--- src/rtl/core/tdpt_pkg.sv ---
// Shared types for the trial division prime test block.
package tdpt_pkg;

  typedef enum logic [1:0] {
    ST_IDLE,
    ST_LAUNCH,
    ST_WAIT
  } tdpt_state_t;

  typedef struct packed {
    logic busy;
    logic done;
  } tdpt_div_stat_t;

endpackage

--- src/rtl/core/tdpt_div.sv ---
// Iterative restoring divider, one quotient bit per cycle.
module tdpt_div
  import tdpt_pkg::*;
#(
  parameter int DATA_WIDTH = 32
) (
  input  logic                  clk,
  input  logic                  rst_n,
  input  logic                  div_start,
  input  logic [DATA_WIDTH-1:0] dividend,
  input  logic [DATA_WIDTH-1:0] divisor,
  output tdpt_div_stat_t        div_stat,
  output logic [DATA_WIDTH-1:0] quotient,
  output logic [DATA_WIDTH-1:0] remainder
);

  localparam int CW = $clog2(DATA_WIDTH + 1);

  logic [CW-1:0]         cnt_r, cnt_nxt;
  logic                  done_r, done_nxt;
  logic [DATA_WIDTH-1:0] rem_r, rem_nxt;
  logic [DATA_WIDTH-1:0] quo_r, quo_nxt;
  logic [DATA_WIDTH-1:0] dsr_r, dsr_nxt;
  logic [DATA_WIDTH:0]   trial;
  logic [DATA_WIDTH:0]   diff;

  // Shift in the next dividend bit and try the subtraction.
  assign trial = {rem_r, quo_r[DATA_WIDTH-1]};
  assign diff  = trial - {1'b0, dsr_r};

  always_comb begin
    cnt_nxt  = cnt_r;
    done_nxt = 1'b0;
    rem_nxt  = rem_r;
    quo_nxt  = quo_r;
    dsr_nxt  = dsr_r;
    if (div_start) begin
      cnt_nxt = CW'(DATA_WIDTH);
      rem_nxt = '0;
      quo_nxt = dividend;
      dsr_nxt = divisor;
    end else if (cnt_r != '0) begin
      cnt_nxt = cnt_r - CW'(1);
      if (!diff[DATA_WIDTH]) begin
        rem_nxt = diff[DATA_WIDTH-1:0];
        quo_nxt = {quo_r[DATA_WIDTH-2:0], 1'b1};
      end else begin
        rem_nxt = trial[DATA_WIDTH-1:0];
        quo_nxt = {quo_r[DATA_WIDTH-2:0], 1'b0};
      end
      if (cnt_r == CW'(1)) begin
        done_nxt = 1'b1;
      end
    end
  end

  always_ff @(posedge clk) begin
    if (!rst_n) begin
      cnt_r  <= '0;
      done_r <= 1'b0;
    end else begin
      cnt_r  <= cnt_nxt;
      done_r <= done_nxt;
    end
    rem_r <= rem_nxt;
    quo_r <= quo_nxt;
    dsr_r <= dsr_nxt;
  end

  assign div_stat.busy = (cnt_r != '0);
  assign div_stat.done = done_r;
  assign quotient      = quo_r;
  assign remainder     = rem_r;

endmodule

--- config.mk ---
export PLATFORM = sky130hd
export DESIGN_NAME = tdpt_div
export DESIGN_NICKNAME = d
export VERILOG_FILES = /design/src/rtl/core/tdpt_pkg.sv /design/src/rtl/core/tdpt_div.sv
export SDC_FILE = /design/constraint.sdc
export NUM_CORES = 1
export LEC_CHECK = 0
export BUFFER_PORTS_ARGS = -buffer_cell sky130_fd_sc_hd__buf_2
export CORE_ASPECT_RATIO = 1.5
export CORE_MARGIN = 5
export CORE_UTILIZATION = 55
export DETAILED_ROUTE_END_ITERATION = 8
export PLACE_DENSITY = 0.81
export SLEW_MARGIN = 20
export SYNTH_ARGS = -nofsm -noshare
export SYNTH_HDL_FRONTEND = slang
export SYNTH_SLANG_ARGS = --single-unit
--- constraint.sdc ---
create_clock -name clk -period 3.3 [get_ports clk]
set_clock_uncertainty 0.05 [all_clocks]
set_input_delay 0.66 -clock clk [delete_from_list [all_inputs] [get_ports clk]]
set_output_delay 0.66 -clock clk [all_outputs]
set_load 0.02 [all_outputs]
==> metrics.md, run 1 <==
| Metric | Value |
|---|---|
| Status | finished clean |
| WHS Endpoint | dsr_r[0] |
| Post-Syn Area | 6050 um^2 |
| Mean post-synth cell area | 10.4 um^2 |
| CTS Buf Count | 9 |
| Mapped Nets | 683 |
| TritonCTS clock tree | built |
| Nets | 814 |
| Sequential area share after synthesis | 44.7% |
| VDD IR max | 492 uV |
| Netlist cell types | 63 |
| Finished Layout Cells | 864 |
| DR top layer | met4 |
| Top FF cell, synth | edfxtp_1 |
| Layout cells sized above 1 | 30.1% |
| Drt drc | 0 |
| RSZ-0062 raised after global routing | false |
| Final Max Slew Viols | 0 |
| Met3 WL | 973 um |
| Final hold vios | 0 |
| HPWL after detailed placement | 11.0 mm |
| Most frequent cells in the layout | 131 x buf_2, 64 x edfxtp_1, 53 x nor2_1 |
| H-tree depth | 3 |
| Largest net degree at the start of global routing | 62 |
| Met1 Wirelength | 5.64 mm |
| Leak pwr | 0.00322 uW |
| Worst Reg2Reg Path Length in Cells | 11 |
| Total power | 6580 uW |
| IO Pins | 133 |
| Antenna violations before repair | 0 |
| Final setup vio count | 0 |
| Clk sinks | 103 |
| EDFF count, synth | 64 |
| Clock transition at path regs | 0.08 ns |
| Initial DRC Count | 296 |
| FP Rows | 47 |
| Post-CTS Hold Buffers | 0 |
| Via count | 4962 |
| HP Class | input pin to register |
| Commonest non-fill, non-tap cell in the layout | buf_2 |
| I/O Buffers | 132 |
| Hold wc startpoint | divisor[0] |
| Total gr overflow | 0 |
| Die width | 95.6 um |
| Initial Util | 55.6% |
| WL final | 14.9 mm |
| Yosys Warn Count | 0 |
| Fmax | 0.325 GHz |
| Die ar. | 13200 um^2 |
| Number of diodes | 0 |
| DRT Pass-1 Iters | 5 |
| Vias in the first global route | 5178 |
| Crit. End Element | register |
| Worst Setup Start Kind | register |
| Core ar. | 10900 um^2 |
| Worst R2R Setup Slack | 0.23 ns |
| R2R Path Start | dsr_r[17] |
| First-pass GRT wire length | 24.4 mm |
| R2R Path End | remainder[6] |
| Remaining antenna violation count after routing | 0 |
| Setup tns final | 0 ns |
| Worst slew margin | 56.3% |
| Power Dens Cells | 917 nW/um^2 |
| Syn Inst Count | 581 |
| Worst path required time | 3.45 ns |
| Via density | 5.74 |
| WS Path Type | register to register |
| Post-synth ARST share | 0% |
| Clock root cell | clkbuf_16 |
| Met2 routed WL | 7.83 mm |
| Number of max-cap violations | 0 |
| Placed Instances | 846 |
| Overall routing resource usage | 23.1% |
| Worst Tran Pin Value | 0.655 ns |
| Final period util | 93.2% |
| Max Fanout on Critical Path | 12 |
| Cell depth of the worst hold path | 1 |
| Area delta synth->final | 18.6% |
| Clk Latency, worst-skew pair | 0.36 ns |
| Gp weighted congestion | 0.938 |
| Min Tclk post-route | 3.07 ns |
| WL per Instance | 17.3 um |
| CTS max path bufs | 2 |
| Die Height | 138 um |
| WP data arrival | 3.22 ns |
| Number of synthesized register bits | 103 |
| FILL cells | 834 |
[cells by family after synthesis]
family	count (synthesis)	synth area share [%]
fa+ha+maj	35	7.37
xor+xnor	29	4.20
buf+inv	66	5.07
mux	53	9.54
simple gates	151	11.9
compound gates	144	17.2
flops	103	44.7
[power breakdown]
group | internal (uW) | leakage (uW) | total [uW] | switching [uW]
Combinational | 1400 | 0.00211 | 3490 | 2090
Clock | 543 | 0.000151 | 1070 | 528
Sequential | 1750 | 0.000965 | 2020 | 266
[per-stage QoR]
stage / hold slack, ns / worst slack (ns) / area, um^2 / utilization [%]
after floorplan: 0.446 / 0.324 / 6050 / -
after global placement: 0.443 / 0.287 / 6840 / 62.9
after detailed placement: 0.452 / 0.170 / 6840 / 62.9
after CTS: 0.412 / 0.120 / 7150 / 65.7
after global routing: 0.407 / 0.0372 / 7170 / 65.9
final: 0.423 / 0.226 / 7170 / 65.9
[worst max-delay path, stage by stage, from the launching register on]
cell	delay [ns]
edfxtp_1	0.37
inv_1	0.09
ha_1	0.30
a21oi_1	0.23
o211ai_1	0.15
a221o_1	0.39
and2_1	0.16
a221o_1	0.32
nor2_4	0.23
buf_4	0.28
mux2i_1	0.23
a211oi_1	0.10
[metal layers]
layer | vias to the layer above | global-route usage (%)
met2 | 191 | 41.1
li1 | 2397 | -
met3 | 47 | 6.09
met1 | 2327 | 25.5
met5 | - | 0
met4 | 0 | 8.92
[area by class of cell]
cell class,instances,area (um^2),area share [%]
inverter,39,146,2.04
multi-input combinational,412,3040,42.4
clock inverter,7,83.8,1.17
clock buffer,9,225,3.14
tap,147,184,2.56
sequential,103,2700,37.7
timing repair buffer,147,788,11.0
[how the worst max path moves through the flow]
stage / startpoint / endpoint / cells after the start
finish: dsr_r[17] / remainder[6] / 11
global route: dsr_r[17] / remainder[14] / 12
CTS: quotient[31] / remainder[6] / 12
detailed placement: quotient[31] / remainder[6] / 12
global placement: quotient[31] / remainder[14] / 13
floorplan: quotient[31] / remainder[30] / 12
[synthesized netlist by cell type (all sizes together), types with 2 or more instances]
library cell  instances  area (um^2)
nand2b               11         68.8
nand3                 9         45.0
o31ai                 3         22.5
clkbuf               17         63.8
nor2b                 4         25.0
a21o                 16          121
xor2                 10         87.6
and3                  5         31.3
nor2                 54          210
mux2i                19          190
edfxtp               64         1920
ha                   34          425
and4                  4         35.0
nor3                 10         50.1
a211oi               23          178
a221o                 2         20.0
inv                  39          146
a31oi                 4         25.0
or2                   2         12.5
o211ai                8         60.1
dfxtp                39          781
o21bai                2         15.0
nor4                  3         25.0
a21oi                32          171
mux2                 34          387
xnor2                19          166
buf                   9         86.3
a21boi                2         15.0
nand4                 3         18.8
o21a                  4         30.0
o21ai                27          139
a311oi                9          104
and2                  4         25.0
nand2                37          139
or3                   3         18.8
[registers in the layout, summed over array words and instances (netlist names)]
signal and count:
quotient 32, cnt_r 6, dsr_r 32, remainder 32
done_r 1
[repair_timing]
item | CTS | global route
gates resized for setup | 0 | 1
endpoints found under the hold margin | 0 | 0
setup endpoints to repair | 0 | 14
setup buffers | 0 | 2
No activity file was read; power rests on OpenSTA's default activity.
==> run 2: changes to the inputs <==
CELL_PAD_IN_SITES_DETAIL_PLACEMENT = 1   (was not set)
CELL_PAD_IN_SITES_GLOBAL_PLACEMENT = 1   (was not set)
CORE_UTILIZATION = 42   (was 55)
PLACE_DENSITY = not set   (was 0.81)
PLACE_DENSITY_LB_ADDON = 0.1   (was not set)
==> metrics.md, run 2 (same netlist as run 1, synthesis figures left out) <==
| Metric | Value |
|---|---|
| Initial Util | 43.0% (-13 points) |
| Clock network fraction of total power | 18.0% (+1.7 points) |
| Final setup vio count | 0 (unchanged) |
| Total gr overflow | 0 (unchanged) |
| Die Height | 157 um (+13%) |
| Via density | 5.43 (-5.4%) |
| Setup WS post-layout | 0.209 ns (-0.0165 ns) |
| Core ar. | 14100 um^2 (+29%) |
| Final Max Slew Viols | 0 (unchanged) |
| H-tree depth | 3 (unchanged) |
| Antenna violations before repair | 0 (unchanged) |
| Vias in the first global route | 5459 (+5.4%) |
| Sequential power share | 29.8% (-0.8 points) |
| Status | finished clean |
| Net Sw Power | 2920 uW (+1.4%) |
| Clk Latency, worst-skew pair | 0.36 ns (about the same) |
| Largest net degree at the start of global routing | 62 (unchanged) |
| Die ar. | 16900 um^2 (+28%) |
| Layout cells sized above 1 | 30.0% (-0.098 points) |
| WS Path Type | register to register |
| Crit. End Element | register |
| Number of max-cap violations | 0 (unchanged) |
| Via count | 4934 (-0.56%) |
| Worst Setup Start Kind | register |
| Clk sinks | 103 (unchanged) |
| Final period util | 93.7% (+0.50 points) |
| Die width | 108 um (+13%) |
| Crit path top cell by count | a21oi_2 |
| HPWL after detailed placement | 12.8 mm (+16%) |
| Total power | 6770 uW (+2.9%) |
| Dpl ws | 0.106 ns (-0.0647 ns) |
| Crit path max-delay cell type | edfxtp_1 |
| Clock root cell | clkbuf_16 |
| Internal power | 3840 uW (+4.0%) |
| Overall routing resource usage | 20.1% (-3.0 points) |
| Worst path required time | 3.47 ns (+0.02 ns) |
| Placed Instances | 892 (+5.4%) |
| WL per Instance | 18.3 um (+5.8%) |
| Gp weighted congestion | 0.860 (-8.3%) |
| Commonest non-fill, non-tap cell in the layout | buf_2 |
| Clock transition at path regs | 0.08 ns (about the same) |
| Remaining antenna violation count after routing | 0 (unchanged) |
| Combinational power share | 52.2% (-0.9 points) |
| Post-CTS setup buffer count | 0 (unchanged) |
| VDD IR max | 395 uV (-20%) |
| TritonCTS clock tree | built |
| Max Fanout on Critical Path | 19 (+7) |
| I/O Buffers | 132 (unchanged) |
| Power Dens Cells | 934 nW/um^2 (+1.8%) |
| FILL cells | 1627 (+95%) |
| WP data arrival | 3.26 ns (+0.04 ns) |
| Finished Layout Cells | 908 (+5.1%) |
| CTS Buf Count | 9 (unchanged) |
| Sw frac | 43.2% (-0.62 points) |
| Drt drc | 0 (unchanged) |
| Fmax | 0.324 GHz (-0.53%) |
| DRT Pass-1 Iters | 4 (-1) |
| WL final | 16.6 mm (+11%) |
| Min Tclk post-route | 3.09 ns (+0.0165 ns) |
| Leak pwr | 0.00323 uW (+0.22%) |
| HP Class | input pin to register |
| CP max stage delay | 0.41 ns (+0.02 ns) |
| CP cell instances | inv_1, ha_1, fa_1, nand2b_1, a21oi_2, o311ai_4, a21oi_2, a221o_1, nor2_4, buf_12, o21ai_0, a31oi_1, nor3_1 |
| Final hold vios | 0 (unchanged) |
| Number of diodes | 0 (unchanged) |
| First-pass GRT wire length | 27.1 mm (+11%) |
| Most frequent cells in the layout | 131 x buf_2, 64 x edfxtp_1, 53 x nor2_1 |
| Setup tns final | 0 ns (unchanged) |
| Nets | 813 (-0.12%) |
| RSZ-0062 raised after global routing | false |
| FP Rows | 53 (+13%) |
| CTS max path bufs | 2 (unchanged) |
| Util after Layout | 51.6% (-14 points) |
| IO Pins | 133 (unchanged) |
| Worst slew margin | 56.2% (-0.14 points) |
| Worst Tran Pin Value | 0.657 ns (+0.00211 ns) |
| Initial DRC Count | 116 (-61%) |
| Area delta synth->final | 19.9% |
[run 2: cell types whose count changed in the layout (fill, tap and decap cells not counted)]
cell | previous run | this run
bufinv_16 | 0 | 2
clkinv_4 | 2 | 1
inv_6 | 0 | 2
buf_4 | 15 | 14
inv_8 | 3 | 1
clkinv_8 | 2 | 1
[run 2: worst paths after layout]
| kind | from | end | slack [ns] | cells past startpoint |
|---|---|---|---|---|
| max | quotient[31] | remainder[14] | 0.21 | 13 |
| min reg2reg | remainder[8] | remainder[8] | 0.45 | 2 |
| min | divisor[26] | dsr_r[26] | 0.42 | 1 |
| max reg2reg | quotient[31] | remainder[14] | 0.21 | 13 |
[run 2: through the flow]
stage	cell area (um^2)	hold WS (ns)
detailed placement	6910	0.439
finish	7250	0.425
floorplan	6050	0.446
global placement	6910	0.426
global route	7250	0.417
CTS	7250	0.415
[run 2: layer usage]
layer	global-route usage (%)	wire (um)
met1	20.6	6180
met2	38.1	8840
met3	5.70	1120
met4	7.40	452
met5	0	0
[run 2: final cells by class]
cell class              count  area (um^2)  share of cell area (%)
clock inverters             7          114                    1.57
inverters                  39          146                    2.02
repair buffers            146          781                    10.8
clock buffers               9          225                    3.11
multi-input cells         412         3040                    41.9
flip-flops and latches    103         2700                    37.3
well taps                 192          240                    3.31
[run 2: worst max-delay path: cells and delay by family, from the launching register on]
| kind | cells | cell delay [ns] |
|---|---|---|
| AO/OA/AOI/OAI | 6 | 1.27 |
| adder cells (fa/ha/maj) | 2 | 0.40 |
| buffers and inverters | 2 | 0.30 |
| flip-flops | 1 | 0.41 |
| AND/OR/NAND/NOR | 3 | 0.53 |
[run 2: power by group through the flow]
| stage | clock network [uW] | registers (uW) | logic (uW) |
|---|---|---|---|
| 3_3_place_gp | 0 | 2040 | 3460 |
| 2_1_floorplan | 0 | 2330 | 2240 |
| 5_1_grt | 1300 | 2070 | 3870 |
| 4_1_cts | 1250 | 2030 | 3560 |
| 6_report | 1220 | 2020 | 3530 |
| 3_5_place_dp | 0 | 2050 | 3550 |
[run 2: timing repair]
action	in CTS	in global routing
setup endpoints to repair	0	5
hold buffers	0	0
gates resized for setup	0	1
endpoints found under the hold margin	0	0
==> run 3: changes to the inputs <==
ABC_AREA = 1   (was not set)
CORE_UTILIZATION = 40   (was 42)
==> metrics.md, run 3 <==
| Metric | Value |
|---|---|
| Status | finished clean |
| Yosys Warn Count | 0 (unchanged) |
| Number of synthesized register bits | 103 (unchanged) |
| VDD IR max | 274 uV (-31%) |
| Post-CTS setup buffer count | 0 (unchanged) |
| Leak pwr | 0.00485 uW (+50%) |
| Cell taking the most area after synthesis | edfxtp_1 |
| First-pass GRT wire length | 36.3 mm (+34%) |
| WP data arrival | 2.92 ns (-0.34 ns) |
| CP max stage delay | 0.42 ns (about the same) |
| Min Tclk post-route | 2.70 ns (-0.388 ns) |
| Mapped Nets | 1174 (+72%) |
| I/O Buffers | 132 (unchanged) |
| Power Dens Cells | 894 nW/um^2 (-4.2%) |
| Via density | 4.87 (-10%) |
| Max Fanout on Critical Path | 19 (unchanged) |
| FILL cells | 2419 (+49%) |
| DRT Pass-1 Iters | 4 (unchanged) |
| Synth top area cells | edfxtp_1 27%, nand2_1 20%, dfxtp_1 11% |
| EDFF count, synth | 64 (unchanged) |
| Number of max-cap violations | 0 (unchanged) |
| Final setup vio count | 0 (unchanged) |
| Crit. End Element | register |
| Via count | 6909 (+40%) |
| Worst Reg2Reg Path Length in Cells | 17 (+4) |
| Vias in the first global route | 7641 (+40%) |
| Buf/Inv on CP | 3 (+1) |
| Final Max Slew Viols | 0 (unchanged) |
| CTS max path bufs | 2 (unchanged) |
| Final hold vios | 0 (unchanged) |
| WL final | 21.8 mm (+32%) |
| Netlist cell types | 38 (-40%) |
| Clk sinks | 103 (unchanged) |
| Sequential area share after synthesis | 37.4% (-7.3 points) |
| Nets | 1299 (+60%) |
| HPWL after detailed placement | 17.6 mm (+37%) |
| Clock transition at path regs | 0.08 ns (about the same) |
| CTS Buf Count | 9 (unchanged) |
| TritonCTS clock tree | built |
| Initial Util | 40.5% (-2.5 points) |
| Syn Inst Count | 1072 (+85%) |
| Die width | 120 um (+11%) |
| Cell family with most CP delay | simple AND/OR/NAND/NOR gates |
| Worst slew margin | 48.2% (-8.0 points) |
| IO Pins | 133 (unchanged) |
| Largest net degree at the start of global routing | 67 (+8.1%) |
| Fmax | 0.370 GHz (+14%) |
| Number of diodes | 0 (unchanged) |
| Gp weighted congestion | 0.912 (+6.0%) |
| Hold wc startpoint | divisor[12] |
| R2R Path End | remainder[18] |
| Worst R2R Setup Slack | 0.60 ns (+0.39 ns) |
| Layout cells sized above 1 | 18.1% (-12 points) |
| H-tree depth | 3 (unchanged) |
| Most frequent cells in the layout | 388 x nand2_1, 192 x inv_1, 131 x buf_2 |
| Antenna violations before repair | 0 (unchanged) |
| Worst Tran Pin Value | 0.777 ns (+0.120 ns) |
| Mean post-synth cell area | 6.75 um^2 (-35%) |
| Die ar. | 20900 um^2 (+23%) |
| Commonest cells in the synthesized netlist | 388 x nand2_1, 193 x inv_1, 111 x nor2_1 |
| Area share of the largest cell type after synthesis | 26.6% (-5.2 points) |
| Worst path required time | 3.51 ns (+0.04 ns) |
| Final period util | 81.9% (-12 points) |
| WS Path Type | register to register |
| RSZ-0062 raised after global routing | false |
| Worst Setup Start Kind | register |
| Setup tns final | 0 ns (unchanged) |
| WHS Endpoint | dsr_r[12] |
| Clk Latency, worst-skew pair | 0.36 ns (about the same) |
| Commonest non-fill, non-tap cell in the layout | nand2_1 |
| Crit path max-delay cell type | fa_1 |
| WL per Instance | 15.4 um (-16%) |
| Cell depth of the worst hold path | 1 (unchanged) |
| Total gr overflow | 0 (unchanged) |
| Die Height | 175 um (+11%) |
| Hold Worst Slack | 0.418 ns (-0.00704 ns) |
| Most common cell in the netlist | nand2_1 |
| Clock root cell | clkbuf_16 |
| Overall routing resource usage | 21.5% (+1.5 points) |
| Crit path top cell by count | nand2_1 |
| FP Rows | 60 (+13%) |
| Post-CTS Hold Buffers | 0 (unchanged) |
| Drt drc | 0 (unchanged) |
| Post-Syn Area | 7230 um^2 (+20%) |
| HP Class | input pin to register |
| Initial DRC Count | 215 (+85%) |
| Remaining antenna violation count after routing | 0 (unchanged) |
| CP cell instances | inv_1, ha_1, fa_1, inv_1, nand2_1, nand2_1, nand3_1, nand2_2, nand2_2, nand2_2, nand2_4, nand3_4, nand2_4, nand2_1, nand3_1, nand2_1, inv_1 |
| R2R Path Start | quotient[31] |
| Post-synth ARST share | 0% (unchanged) |
| Area delta synth->final | 15.6% |
| Top FF cell, synth | edfxtp_1 |
| Core ar. | 17900 um^2 (+27%) |
| Resized Gates After CTS | 0 (unchanged) |
## run 3: how the worst max path moves through the flow
stage	startpoint	to	slack [ns]	depth (start not counted)
after global placement	quotient[31]	remainder[20]	0.73	17
after CTS	quotient[31]	remainder[18]	0.57	18
after detailed placement	quotient[31]	remainder[18]	0.62	17
final	quotient[31]	remainder[18]	0.60	17
after global routing	quotient[31]	remainder[18]	0.31	17
after floorplan	quotient[31]	quotient[0]	0.80	16
## run 3: metal layers
| layer | wire (um) | global-route usage, % | vias to the layer above |
|---|---|---|---|
| li1 | - | - | 3524 |
| met2 | 12200 | 43.1 | 123 |
| met3 | 757 | 3.59 | 33 |
| met1 | 8280 | 21.9 | 3229 |
| met5 | 0 | 0 | - |
| met4 | 639 | 7.74 | 0 |
## run 3: power by group
part / internal, uW / switching (uW)
Clock: 534 / 547
Sequential: 1730 / 298
Combinational: 1420 / 2940
## run 3: final cells by class
type | count | area, um^2 | area share (%)
tap | 217 | 272 | 3.25
clock inverter | 6 | 62.6 | 0.749
inverter | 204 | 766 | 9.16
sequential | 103 | 2700 | 32.3
clock buffer | 10 | 229 | 2.74
multi-input combinational | 741 | 3620 | 43.3
timing repair buffer | 138 | 708 | 8.47
## run 3: metrics by stage
step | power, uW | setup WS, ns | instance area, um^2 | utilization [%] | cells
2_1_floorplan | 5260 | 0.800 | 7230 | - | 1072
3_3_place_gp | 6410 | 0.733 | 8070 | 45.1 | 1403
3_5_place_dp | 6480 | 0.615 | 8070 | 45.1 | 1403
4_1_cts | 7590 | 0.571 | 8360 | 46.8 | 1419
5_1_grt | 8190 | 0.311 | 8360 | 46.8 | 1419
6_report | 7480 | 0.597 | 8360 | 46.8 | 1419
## run 3: cell families (layout without fill, tap and decap cells)
| group | Yosys count | after routing | share of synthesized area (%) |
|---|---|---|---|
| flip-flops | 103 | 103 | 37.4 |
| AND/OR/NAND/NOR | 658 | 658 | 39.5 |
| AO/OA/AOI/OAI | 36 | 36 | 2.91 |
| adder cells (fa/ha/maj) | 35 | 35 | 6.16 |
| XOR/XNOR | 12 | 12 | 1.45 |
| buffers and inverters | 228 | 358 | 12.6 |
